File: config.mk
export PLATFORM = sky130hd
export DESIGN_NAME = software_timer_bank
export DESIGN_NICKNAME = d
export VERILOG_FILES = /design/src/design/stb_pkg.sv /design/src/design/software_timer_bank.sv /design/src/design/stb_ctrl.sv /design/src/design/stb_datapath.sv
export SDC_FILE = /design/constraint.sdc
export NUM_CORES = 2
export LEC_CHECK = 0
export BUFFER_PORTS_ARGS = -buffer_cell sky130_fd_sc_hd__buf_2
export CAP_MARGIN = 20
export CORE_ASPECT_RATIO = 1.4
export CORE_MARGIN = 4
export CORE_UTILIZATION = 60
export CTS_CLUSTER_DIAMETER = 60
export DETAILED_ROUTE_END_ITERATION = 8
export GPL_TIMING_DRIVEN = 0
export PLACE_DENSITY = 0.77
export SKIP_LAST_GASP = 1
export SLEW_MARGIN = 40
export SYNTH_ARGS = -nofsm -noshare
export SYNTH_HDL_FRONTEND = slang
export SYNTH_SLANG_ARGS = --single-unit
File: constraint.sdc
create_clock -name i_clk -period 11.75 [get_ports i_clk]
set_input_delay 1.7625 -clock i_clk [delete_from_list [all_inputs] [get_ports i_clk]]
set_output_delay 1.7625 -clock i_clk [all_outputs]
set_load 0.02 [all_outputs]
File: src/design/stb_pkg.sv
// shared constants, codes and controller/datapath interface types for the timer bank
package stb_pkg;

    // default bank size, report limit and fixed field widths
    localparam int NUM_SLOTS_DEF = 16;
    localparam int MAX_REPORTS   = 16;
    localparam int OP_W          = 2;
    localparam int SLOT_W        = 4;
    localparam int STATUS_W      = 2;
    localparam int TIME_W        = 32;

    // operation codes
    localparam logic [OP_W-1:0] OP_ALLOC = 2'd0;
    localparam logic [OP_W-1:0] OP_START = 2'd1;
    localparam logic [OP_W-1:0] OP_STOP  = 2'd2;
    localparam logic [OP_W-1:0] OP_TICK  = 2'd3;

    // result status codes
    localparam logic [STATUS_W-1:0] ST_OK      = 2'd0;
    localparam logic [STATUS_W-1:0] ST_NO_FREE = 2'd1;
    localparam logic [STATUS_W-1:0] ST_NOT_RUN = 2'd2;

    // commands from controller to datapath
    typedef struct packed {
        logic load;        // capture the incoming transaction
        logic exec;        // perform start or stop
        logic alloc_step;  // test one slot for allocate
        logic tick_inc;    // advance time, issue first slot read
        logic scan_step;   // evaluate one slot, issue next read
        logic flush;       // emit the final tick result
    } t_cmd;

    // status from datapath to controller
    typedef struct packed {
        logic alloc_done;  // allocate found a slot or ran out
        logic scan_done;   // last slot is being evaluated
    } t_stat;

endpackage

File: src/design/software_timer_bank.sv
// top level of the timer bank: controller plus datapath
//
// Usage: pulse i_start with i_operation, i_slot and i_period while o_busy is
// low; that edge accepts the transaction. Operations are allocate (lowest
// free slot), start (load period, deadline = now + period), stop, and tick
// (advance time by one, then fire every due running slot in ascending order).
// Each result appears for exactly one cycle with o_valid high; o_last marks
// the final result of a transaction. The receiver cannot stall the block.
// Start and stop pass through the EXEC state, whose result is registered;
// the block is busy only in that state. Allocate walks the slots one per
// cycle and stops at the first free slot or at the last one. A tick is busy
// through the TICK state, which advances time and issues the first slot
// read, then SCAN, with one slot evaluated per cycle through the deadline
// memory read port, and FLUSH, which emits the final result. All fire
// results but the last come out while the scan runs, at most one per cycle.
// Reset (synchronous, active low) frees every slot and clears time to zero;
// period and deadline storage needs no clearing since it is only read for
// running slots, which are always written by start first.
module software_timer_bank #(
    parameter int NUM_SLOTS = stb_pkg::NUM_SLOTS_DEF
) (
    input  logic                            i_clk,
    input  logic                            i_rst_n,
    input  logic                            i_start,
    output logic                            o_busy,
    input  logic [stb_pkg::OP_W-1:0]        i_operation,
    input  logic [stb_pkg::SLOT_W-1:0]      i_slot,
    input  logic [stb_pkg::TIME_W-1:0]      i_period,
    output logic                            o_valid,
    output logic [stb_pkg::STATUS_W-1:0]    o_status,
    output logic [stb_pkg::SLOT_W-1:0]      o_slot_index,
    output logic                            o_fired,
    output logic                            o_last,
    output logic [stb_pkg::TIME_W-1:0]      o_time_now
);

    stb_pkg::t_cmd  cmd;
    stb_pkg::t_stat stat;

    // sequencer
    stb_ctrl u_ctrl (
        .i_clk       (i_clk),
        .i_rst_n     (i_rst_n),
        .i_start     (i_start),
        .i_operation (i_operation),
        .i_stat      (stat),
        .o_cmd       (cmd),
        .o_busy      (o_busy)
    );

    // slot storage and result generation
    stb_datapath #(
        .NUM_SLOTS (NUM_SLOTS)
    ) u_datapath (
        .i_clk        (i_clk),
        .i_rst_n      (i_rst_n),
        .i_cmd        (cmd),
        .o_stat       (stat),
        .i_operation  (i_operation),
        .i_slot       (i_slot),
        .i_period     (i_period),
        .o_valid      (o_valid),
        .o_status     (o_status),
        .o_slot_index (o_slot_index),
        .o_fired      (o_fired),
        .o_last       (o_last),
        .o_time_now   (o_time_now)
    );

endmodule

File: src/design/stb_ctrl.sv
// sequencing state machine of the timer bank
module stb_ctrl (
    input  logic                            i_clk,
    input  logic                            i_rst_n,
    input  logic                            i_start,
    input  logic [stb_pkg::OP_W-1:0]        i_operation,
    input  stb_pkg::t_stat                  i_stat,
    output stb_pkg::t_cmd                   o_cmd,
    output logic                            o_busy
);

    typedef enum logic [5:0] {
        S_IDLE  = 6'b000001,
        S_EXEC  = 6'b000010,
        S_ALLOC = 6'b000100,
        S_TICK  = 6'b001000,
        S_SCAN  = 6'b010000,
        S_FLUSH = 6'b100000
    } t_state;

    t_state r_state;
    t_state n_state;

    // next state and command decode
    always_comb begin
        n_state = r_state;
        o_cmd   = '0;
        case (r_state)
            S_IDLE: begin
                if (i_start) begin
                    o_cmd.load = 1'b1;
                    if (i_operation == stb_pkg::OP_ALLOC) begin
                        n_state = S_ALLOC;
                    end else if (i_operation == stb_pkg::OP_TICK) begin
                        n_state = S_TICK;
                    end else begin
                        n_state = S_EXEC;
                    end
                end
            end
            S_EXEC: begin
                o_cmd.exec = 1'b1;
                n_state    = S_IDLE;
            end
            S_ALLOC: begin
                o_cmd.alloc_step = 1'b1;
                if (i_stat.alloc_done) begin
                    n_state = S_IDLE;
                end
            end
            S_TICK: begin
                o_cmd.tick_inc = 1'b1;
                n_state        = S_SCAN;
            end
            S_SCAN: begin
                o_cmd.scan_step = 1'b1;
                if (i_stat.scan_done) begin
                    n_state = S_FLUSH;
                end
            end
            S_FLUSH: begin
                o_cmd.flush = 1'b1;
                n_state     = S_IDLE;
            end
            default: begin
                n_state = S_IDLE;
            end
        endcase
    end

    // state register
    always_ff @(posedge i_clk) begin
        if (!i_rst_n) begin
            r_state <= S_IDLE;
        end else begin
            r_state <= n_state;
        end
    end

    assign o_busy = (r_state != S_IDLE);

endmodule

File: src/design/stb_datapath.sv
// slot state, period/deadline memories, tick counter and result registers
module stb_datapath #(
    parameter int NUM_SLOTS = stb_pkg::NUM_SLOTS_DEF
) (
    input  logic                            i_clk,
    input  logic                            i_rst_n,
    input  stb_pkg::t_cmd                   i_cmd,
    output stb_pkg::t_stat                  o_stat,
    input  logic [stb_pkg::OP_W-1:0]        i_operation,
    input  logic [stb_pkg::SLOT_W-1:0]      i_slot,
    input  logic [stb_pkg::TIME_W-1:0]      i_period,
    output logic                            o_valid,
    output logic [stb_pkg::STATUS_W-1:0]    o_status,
    output logic [stb_pkg::SLOT_W-1:0]      o_slot_index,
    output logic                            o_fired,
    output logic                            o_last,
    output logic [stb_pkg::TIME_W-1:0]      o_time_now
);

    localparam int SLOT_W   = stb_pkg::SLOT_W;
    localparam int TIME_W   = stb_pkg::TIME_W;
    localparam int OP_W     = stb_pkg::OP_W;
    localparam int STATUS_W = stb_pkg::STATUS_W;
    localparam int IDX_W    = (NUM_SLOTS > 1) ? $clog2(NUM_SLOTS) : 1;
    localparam int CNT_W    = (NUM_SLOTS > 1) ? $clog2(NUM_SLOTS + 1) : 1;
    localparam int REP_W    = $clog2(stb_pkg::MAX_REPORTS + 1);
    localparam logic [IDX_W-1:0] LAST_IDX = IDX_W'(NUM_SLOTS - 1);
    localparam logic [REP_W-1:0] REP_MAX  = REP_W'(stb_pkg::MAX_REPORTS);

    // captured transaction
    logic [OP_W-1:0]        r_op,     n_op;
    logic [SLOT_W-1:0]      r_slot,   n_slot;
    logic [TIME_W-1:0]      r_period, n_period;

    // bank state
    logic [TIME_W-1:0]      r_tick,      n_tick;
    logic [NUM_SLOTS-1:0]   r_allocated, n_allocated;
    logic [NUM_SLOTS-1:0]   r_running,   n_running;

    // period and deadline stores, only read behind a running bit
    logic [TIME_W-1:0]      mem_period   [NUM_SLOTS];
    logic [TIME_W-1:0]      mem_deadline [NUM_SLOTS];
    logic [TIME_W-1:0]      r_rd_period;
    logic [TIME_W-1:0]      r_rd_deadline;

    // scan bookkeeping
    logic [CNT_W-1:0]       r_idx,      n_idx;
    logic [IDX_W-1:0]       r_ev_idx,   n_ev_idx;
    logic                   r_pend_v,   n_pend_v;
    logic [IDX_W-1:0]       r_pend_idx, n_pend_idx;
    logic [REP_W-1:0]       r_nrep,     n_nrep;

    // result registers
    logic                   r_o_valid,  n_o_valid;
    logic [STATUS_W-1:0]    r_o_status, n_o_status;
    logic [SLOT_W-1:0]      r_o_slot,   n_o_slot;
    logic                   r_o_fired,  n_o_fired;
    logic                   r_o_last,   n_o_last;
    logic [TIME_W-1:0]      r_o_time,   n_o_time;

    // memory write controls
    logic                   dl_we;
    logic [IDX_W-1:0]       dl_waddr;
    logic [TIME_W-1:0]      dl_wdata;
    logic                   per_we;

    logic [IDX_W-1:0]       idx;
    logic [IDX_W-1:0]       slot_idx;
    logic                   slot_ok;
    logic                   rd_en;
    logic                   ev_fire;

    assign idx      = r_idx[IDX_W-1:0];
    assign slot_idx = IDX_W'(r_slot);
    assign slot_ok  = (32'(r_slot) < 32'(NUM_SLOTS));
    assign rd_en    = (32'(r_idx) < 32'(NUM_SLOTS));
    assign ev_fire  = r_running[r_ev_idx] && (r_tick >= r_rd_deadline);

    assign o_stat.alloc_done = !r_allocated[idx] || (idx == LAST_IDX);
    assign o_stat.scan_done  = (r_ev_idx == LAST_IDX);

    // next-state logic for all operations
    always_comb begin
        n_op        = r_op;
        n_slot      = r_slot;
        n_period    = r_period;
        n_tick      = r_tick;
        n_allocated = r_allocated;
        n_running   = r_running;
        n_idx       = r_idx;
        n_ev_idx    = r_ev_idx;
        n_pend_v    = r_pend_v;
        n_pend_idx  = r_pend_idx;
        n_nrep      = r_nrep;
        n_o_valid   = 1'b0;
        n_o_status  = r_o_status;
        n_o_slot    = r_o_slot;
        n_o_fired   = r_o_fired;
        n_o_last    = r_o_last;
        n_o_time    = r_o_time;
        dl_we       = 1'b0;
        dl_waddr    = slot_idx;
        dl_wdata    = r_tick + r_period;
        per_we      = 1'b0;

        // capture the transaction and reset scan state
        if (i_cmd.load) begin
            n_op     = i_operation;
            n_slot   = i_slot;
            n_period = i_period;
            n_idx    = '0;
            n_pend_v = 1'b0;
            n_nrep   = '0;
        end

        // start or stop of a given slot
        if (i_cmd.exec) begin
            n_o_valid = 1'b1;
            n_o_slot  = r_slot;
            n_o_fired = 1'b0;
            n_o_last  = 1'b1;
            n_o_time  = r_tick;
            if (r_op == stb_pkg::OP_START) begin
                if (slot_ok) begin
                    dl_we                 = 1'b1;
                    per_we                = 1'b1;
                    n_allocated[slot_idx] = 1'b1;
                    n_running[slot_idx]   = 1'b1;
                    n_o_status            = stb_pkg::ST_OK;
                end else begin
                    n_o_status = stb_pkg::ST_NOT_RUN;
                end
            end else begin
                if (slot_ok && r_running[slot_idx]) begin
                    n_allocated[slot_idx] = 1'b0;
                    n_running[slot_idx]   = 1'b0;
                    n_o_status            = stb_pkg::ST_OK;
                end else begin
                    n_o_status = stb_pkg::ST_NOT_RUN;
                end
            end
        end

        // allocate: walk up from slot 0 to the first free one
        if (i_cmd.alloc_step) begin
            if (!r_allocated[idx]) begin
                n_allocated[idx] = 1'b1;
                n_running[idx]   = 1'b0;
                n_o_valid        = 1'b1;
                n_o_status       = stb_pkg::ST_OK;
                n_o_slot         = SLOT_W'(idx);
                n_o_fired        = 1'b0;
                n_o_last         = 1'b1;
                n_o_time         = r_tick;
            end else if (idx == LAST_IDX) begin
                n_o_valid  = 1'b1;
                n_o_status = stb_pkg::ST_NO_FREE;
                n_o_slot   = '0;
                n_o_fired  = 1'b0;
                n_o_last   = 1'b1;
                n_o_time   = r_tick;
            end else begin
                n_idx = r_idx + CNT_W'(1);
            end
        end

        // tick: advance time and issue the read of slot 0
        if (i_cmd.tick_inc) begin
            n_tick   = r_tick + TIME_W'(1);
            n_ev_idx = idx;
            n_idx    = r_idx + CNT_W'(1);
        end

        // scan: evaluate the slot read last cycle, read the next one
        if (i_cmd.scan_step) begin
            n_ev_idx = idx;
            if (rd_en) begin
                n_idx = r_idx + CNT_W'(1);
            end
            if (ev_fire) begin
                if (r_rd_period != '0) begin
                    dl_we    = 1'b1;
                    dl_waddr = r_ev_idx;
                    dl_wdata = r_tick + r_rd_period;
                end else begin
                    n_allocated[r_ev_idx] = 1'b0;
                    n_running[r_ev_idx]   = 1'b0;
                end
                // hold one report back so the final one can carry last
                if (r_nrep < REP_MAX) begin
                    if (r_pend_v) begin
                        n_o_valid  = 1'b1;
                        n_o_status = stb_pkg::ST_OK;
                        n_o_slot   = SLOT_W'(r_pend_idx);
                        n_o_fired  = 1'b1;
                        n_o_last   = 1'b0;
                        n_o_time   = r_tick;
                    end
                    n_pend_v   = 1'b1;
                    n_pend_idx = r_ev_idx;
                    n_nrep     = r_nrep + REP_W'(1);
                end
            end
        end

        // end of tick: last fired slot, or a plain no-fire result
        if (i_cmd.flush) begin
            n_o_valid  = 1'b1;
            n_o_status = stb_pkg::ST_OK;
            n_o_last   = 1'b1;
            n_o_time   = r_tick;
            n_pend_v   = 1'b0;
            if (r_pend_v) begin
                n_o_slot  = SLOT_W'(r_pend_idx);
                n_o_fired = 1'b1;
            end else begin
                n_o_slot  = '0;
                n_o_fired = 1'b0;
            end
        end
    end

    // control registers
    always_ff @(posedge i_clk) begin
        if (!i_rst_n) begin
            r_tick      <= '0;
            r_allocated <= '0;
            r_running   <= '0;
            r_idx       <= '0;
            r_pend_v    <= 1'b0;
            r_nrep      <= '0;
            r_o_valid   <= 1'b0;
        end else begin
            r_tick      <= n_tick;
            r_allocated <= n_allocated;
            r_running   <= n_running;
            r_idx       <= n_idx;
            r_pend_v    <= n_pend_v;
            r_nrep      <= n_nrep;
            r_o_valid   <= n_o_valid;
        end
    end

    // payload registers
    always_ff @(posedge i_clk) begin
        r_op       <= n_op;
        r_slot     <= n_slot;
        r_period   <= n_period;
        r_ev_idx   <= n_ev_idx;
        r_pend_idx <= n_pend_idx;
        r_o_status <= n_o_status;
        r_o_slot   <= n_o_slot;
        r_o_fired  <= n_o_fired;
        r_o_last   <= n_o_last;
        r_o_time   <= n_o_time;
    end

    // period and deadline memories, one write and one registered read
    always_ff @(posedge i_clk) begin
        if (dl_we) begin
            mem_deadline[dl_waddr] <= dl_wdata;
        end
        if (per_we) begin
            mem_period[slot_idx] <= r_period;
        end
        if (rd_en) begin
            r_rd_deadline <= mem_deadline[idx];
            r_rd_period   <= mem_period[idx];
        end
    end

    assign o_valid      = r_o_valid;
    assign o_status     = r_o_status;
    assign o_slot_index = r_o_slot;
    assign o_fired      = r_o_fired;
    assign o_last       = r_o_last;
    assign o_time_now   = r_o_time;

    // a running slot is always allocated
    a_run_alloc: assert property (@(posedge i_clk) disable iff (!i_rst_n)
        (r_running & ~r_allocated) == '0)
        else $error("running slot without allocation");

    // time only moves by one, and only on a tick command
    a_tick_step: assert property (@(posedge i_clk) disable iff (!i_rst_n)
        ($past(i_rst_n) && (r_tick != $past(r_tick))) |->
        ($past(i_cmd.tick_inc) && (r_tick == $past(r_tick) + TIME_W'(1))))
        else $error("tick counter moved unexpectedly");

    // a held report has been counted
    a_pend_count: assert property (@(posedge i_clk) disable iff (!i_rst_n)
        r_pend_v |-> (r_nrep != '0) && (r_nrep <= REP_MAX))
        else $error("pending report not counted");

    // the flush result always closes the tick transaction
    a_flush_last: assert property (@(posedge i_clk) disable iff (!i_rst_n)
        i_cmd.flush |=> (r_o_valid && r_o_last))
        else $error("tick transaction ended without last result");

endmodule

# Word level (Yosys, flattened, before mapping)
# Memories as Yosys holds them, arrays and structs flattened. A register that Yosys moved wholly into a read port is not among the register bits.
# Index checks and enable logic that the tools add are counted.
[classes]
mux = 129
n_reduce_logical = 12
addsub = 5
bitwise_logic = 12
n_eq_ne = 14
magnitude_cmp = 9
[ops]
columns = ["operator", "count"]
rows = [
  ["$mux 32", 12],
  ["$mux 16", 16],
  ["$and 16x16->16", 5],
  ["$mux 4", 17],
  ["$add 32x32->32", 2],
  ["$mux 5", 11],
  ["$mux 1", 53],
  ["$not 16->16", 3],
  ["$or 16x16->16", 3],
  ["$add 32x1->32 const B", 1],
  ["$ge 32x32->1", 1],
  ["$reduce_bool 32->1", 1],
  ["$pmux 6 s4", 1],
  ["$mux 2", 10],
  ["$mux 6", 3],
  ["$lt 4x5->1 const B", 3],
  ["$bmux 1 s4", 3],
  ["$demux 1 s4", 3],
  ["$ge 4x1->1 const B", 3],
  ["$add 5x1->5 const B", 2],
  ["$lt 5x5->1 const B", 2],
  ["$eq 4x4->1 const B", 2],
  ["$eq 6x1->1 const B", 1],
  ["$eq 6x2->1 const B", 1],
  ["other kinds (16)", 22],
]
[word_totals]
n_memories = 2
word_cells = 201
ff_bits = 168
ram_bits = 1024
in_bits = 41
output_inout_bits = 42
[memory_table]
columns = ["memory", "words", "width", "read_ports", "rd_ports_with_merged_regs", "write_ports", "line", "text"]
rows = [
  ["u_datapath.mem_deadline", 16, 32, 1, 1, 1, "stb_datapath.sv:42", "logic [TIME_W-1:0] mem_deadline [NUM_SLOTS];"],
  ["u_datapath.mem_period", 16, 32, 1, 1, 1, "stb_datapath.sv:41", "logic [TIME_W-1:0] mem_period [NUM_SLOTS];"],
]

# Depth between registers and ports, before layout
[depth]
depth_word = 16
depth_mapped = 13
depth_no_buf = 13

# Hierarchy
# A second synthesis with hierarchy kept.
[unflattened]
cells_unflattened = 2809
area_unflattened_um2 = 52091.2
[by_module_without_submodules]
columns = ["module", "cells_per_inst", "area_each_um2", "seq_area_each_um2", "instances"]
rows = [
  ["stb_datapath", 2773, 51712.1, 36374.9, 1],
  ["stb_ctrl", 36, 379.1, 120.1, 1],
]

# Worst setup path before layout
# Ideal clock, no wire load.
[synth_timing]
path_kind = "flip-flop to flip-flop"
start = "register u_datapath.r_tick[29]"
end = "memory u_datapath.mem_deadline[13][0], enable pin"
setup_slack_ps = 6578
t_arrival_ps = 4702
required_time_ps = 11280
n_path_buf = 1
stages_incl_launch_ff = 11
setup_time_ps = 470
synth_period_minus_slack_ps = 5172
path_cell_list = "dfxtp_1 -> ha_1 -> nand4_1 -> or4_1 -> a21oi_2 -> a21boi_2 -> a311oi_2 -> nor2_1 -> buf_2 -> nand4_1 -> a21boi_0"
[synth_via]
elab_chain_cells = 6
word_cells_on_any_way = 8
classes_between = "order compare: 1; mux: 6; reduce/logical: 1"
[synth_rtl]
columns = ["element", "line", "text"]
rows = [
  ["start: declaration", "stb_datapath.sv:36", "logic [TIME_W-1:0] r_tick, n_tick;"],
  ["start signal: assignment", "stb_datapath.sv:234", "r_tick <= n_tick;"],
  ["$ge 32x32->1 (*)", "stb_datapath.sv:77", "assign ev_fire = r_running[r_ev_idx] && (r_tick >= r_rd_deadline);"],
  ["$logic_and 1x1->1 (*)", "stb_datapath.sv:77", ""],
  ["$mux 1", "stb_datapath.sv:180", "if (ev_fire) begin"],
  ["$mux 1", "stb_datapath.sv:175", "if (i_cmd.scan_step) begin"],
  ["$mux 1", "stb_datapath.sv:260", "if (dl_we) begin"],
  ["$mux 1 (implied by the code)", "stb_datapath.sv:261", "mem_deadline[dl_waddr] <= dl_wdata;"],
  ["end: declaration", "stb_datapath.sv:42", ""],
]
# Every way passes the cells marked *; elsewhere a longest branch is shown, timed or not.

# Final worst setup path
[layout_timing]
start = "register u_datapath.r_tick[25]"
end = "memory u_datapath.mem_deadline[15][0], enable pin"
# The elaborated chain is that of the path after synthesis.

==> flow_summary.ini <==
[setup_path]
rr_endpoint = u_datapath.mem_deadline[15][0]
crit_buf_inv = 4
required_ns = 12.16
crit_end = u_datapath.mem_deadline[15][0]
critPathMaxFanout = 12
r2r_start = u_datapath.r_tick[25]
arrival_ns = 5.72
max_stage_delay_ns = 0.79
crit_start = u_datapath.r_tick[25]
cp_slowest_cell = dfxtp_1
start_kind = flop
cp.depth = 13
r2r_cells = 13
endpoint_kind = flop
crit_family = simple AND/OR/NAND/NOR gates
ff2ff_setup_slack_ns = 6.44
worst-setup-path-type = flop to flop
cp_cell_sequence = ha_1 > nand4_1 > or4_1 > a21oi_2 > a21boi_2 > a311oi_4 > buf_4 > nor2_1 > buf_2 > nand4_1 > a21oi_4 > buf_8 > buf_8

[timing]
setup_viol = 0
layout_min_cycle_time_ns = 5.308
drv_slew = 0
rsz0062_at_grt = no
finalSetupTns_ns = 0
hold_violations = 0
timing.fmax_mhz = 188.4
max_slew.worst_pin.slew_ns = 0.8983
slew_headroom_pct = 40.11
layout_setup_ws_ns = 6.442
final.period_utilization_pct = 45.18
clock_skew_ns = 0.03432

[cells_and_area]
area_growth_pct = 14.63
antenna_cells = 0
final_cells = 4228
fillers = 5242
seq_area_um2 = 36500
fin_util_pct = 69.19
fin_nets = 3186
multiInputGateArea_um2 = 14890
layout_commonest_cell = edfxtp_1
most-common-layout-cells = 1134 x edfxtp_1, 334 x mux4_2, 122 x dfxtp_1
final_layout_size_suffix_gt1_share_pct = 27.11

[floorplan]
start_util_pct = 60.36
rows = 127
fp.dieH_um = 355.0
die_w_um = 255.9
ios = 83
fp.dieArea_um2 = 90820
core_um2 = 85490

[synth]
yosysSeqAreaShare_pct = 70.73
syn-cell-area_um2 = 51600
syn_nets = 2902
avgSynthCellArea_um2 = 18.72
synth_mux_area_share_pct = 15.78
synth-seq-cells = 1256
yosysWarnings = 0
synth_top_area_cell = edfxtp_1
synth_edf_count = 1134
synthXorXnorAreaFrac_pct = 1.290
netlist_instances = 2757
synth_fa_ha_area_share_pct = 2.551
ys_async_sr_fraction_pct = 0
synth_compound_area_share_pct = 3.848
synth_area_leaders = edfxtp_1 66%, mux4_2 15%, dfxtp_1 4.7%
synth_top_cell_area_share_pct = 65.99
synth_simple_gate_area_share_pct = 4.442
synth_top_family_by_area = multiplexers
ys.flop_type = edfxtp_1
synthDistinctLibCells = 73

[placement]
gp_congestion = 0.9760
io_buffers = 82
dpl.hpwl_um = 94140
preCtsSetupSlack_ns = 6.496
dp_cells = 4023

[detailed_routing]
drtIter0Drc = 3640
dr.pass1.iters = 5
drc = 0
viasPerCell = 6.730
routedWlPerCell_um = 32.78
num_vias = 28460
drt.antenna.violating_nets = 0
wl_um = 138600

[global_route]
grt_max_degree = 40
overflow = 0
grt_pass1_vias = 29490
grt_pass1_wl_um = 202100
antenna_found_initial = 2
grtUsageTotal_pct = 30.89

[power]
power_density_nw_per_um2 = 152.3
ir_drop_mv = 0.1471
p_leak_nw = 19.50
p_total_w = 0.009011

[cts]
clk_latency_ns = 0.74
clk_path_buf_depth = 3
cts_tree = done
cts_setup_buffers = 0
cts_root_buf = clkbuf_16
cts_sinks = 1256
cts_resized = 0
cts_buffers = 110
htreeDepth = 3
cts_hold_buf = 0
clk_pin_slew_worst_paths_ns = 0.07

[run_status]
status = complete, no violations

[min_path]
hp-class = flop to flop

[job]
drv_cap = 0
-- metrics by stage --
step                      hold slack (ns)  area (µm²)
after floorplan                    0.4064       51600
after global placement             0.4121       53380
after detailed placement           0.4204       55260
after CTS                          0.4490       59050
after global routing               0.4645       59150
final                              0.4479       59150
-- layer usage --
metal	GRT usage (%)	vias to the layer above	part of all wire [%]
li1	-	11770	-
met1	39.16	14810	36
met2	53.87	1551	52
met3	3.950	329	7.0
met4	14.39	0	5.1
met5	0	-	0
-- logic make-up after synthesis --
group	after synthesis
adders and majority gates	104
AOI/OAI and AO/OA	314
buffers and inverters	171
and+or+nand+nor	454
DFF	1256
muxes	382
xor gates and xnor gates	76
-- cell usage after synthesis (34+ instances only) --
master and instances:
a21o_1 37, a21oi_1 87, and2_1 46, clkbuf_1 74, dfxtp_1 122, edfxtp_1 1134
ha_1 102, inv_1 66, mux4_2 334, nand2_1 102, nand3_1 34, nor2_1 112
nor3_1 37, o21ai_0 83, xnor2_1 50
-- worst min path at each step --
stage / start / end / slack, ns / depth (start not counted)
after global placement: u_datapath.r_idx[2] / u_datapath.r_ev_idx[2] / 0.41 / 0
after CTS: u_datapath.r_idx[2] / u_datapath.r_ev_idx[2] / 0.45 / 0
final: u_datapath.r_idx[2] / u_datapath.r_ev_idx[2] / 0.45 / 0
after floorplan: u_datapath.r_idx[2] / u_datapath.r_ev_idx[2] / 0.41 / 0
after global routing: u_datapath.r_idx[2] / u_datapath.r_ev_idx[2] / 0.46 / 0
after detailed placement: u_datapath.r_idx[2] / u_datapath.r_ev_idx[2] / 0.42 / 0
-- flip-flops by register name, summed over array words and instances, names as in the netlist, 2 cells and up --
signal,flops
u_ctrl.r_state,6
u_datapath.mem_deadline,512
u_datapath.mem_period,512
u_datapath.o_slot_index,4
u_datapath.o_status,2
u_datapath.o_time_now,32
u_datapath.r_allocated,16
u_datapath.r_ev_idx,4
u_datapath.r_idx,5
u_datapath.r_nrep,5
u_datapath.r_op,2
u_datapath.r_pend_idx,4
u_datapath.r_period,32
u_datapath.r_rd_deadline,32
u_datapath.r_rd_period,32
u_datapath.r_running,16
u_datapath.r_slot,4
u_datapath.r_tick,32
-- worst register-to-register path: stages (launching register included) --
cell and delay, ns:
dfxtp_1 0.79, ha_1 0.25, nand4_1 0.23, or4_1 0.66
a21oi_2 0.23, a21boi_2 0.24, a311oi_4 0.11, buf_4 0.26
nor2_1 0.27, buf_2 0.56, nand4_1 0.35, a21oi_4 0.56
buf_8 0.27, buf_8 0.21
-- power by group --
group / total (W) / internal, W / switching [W]
registers: 0.00499 / 0.00492 / 0.0000627
clock network: 0.00379 / 0.00215 / 0.00164
logic: 0.000232 / 0.0000758 / 0.000156
total: 0.00901 / 0.00715 / 0.00186
-- cell type report --
type                       instances  area share, %
buffer                           105         0.8715
clock inverter                    65          1.352
timing repair buffer             172          3.088
clock buffer                     138          5.060
multi-input combinational       1330          25.18
sequential                      1256          61.70
inverter                          66         0.4315
tap                             1096          2.318
Power figures use the tool's default switching activity.
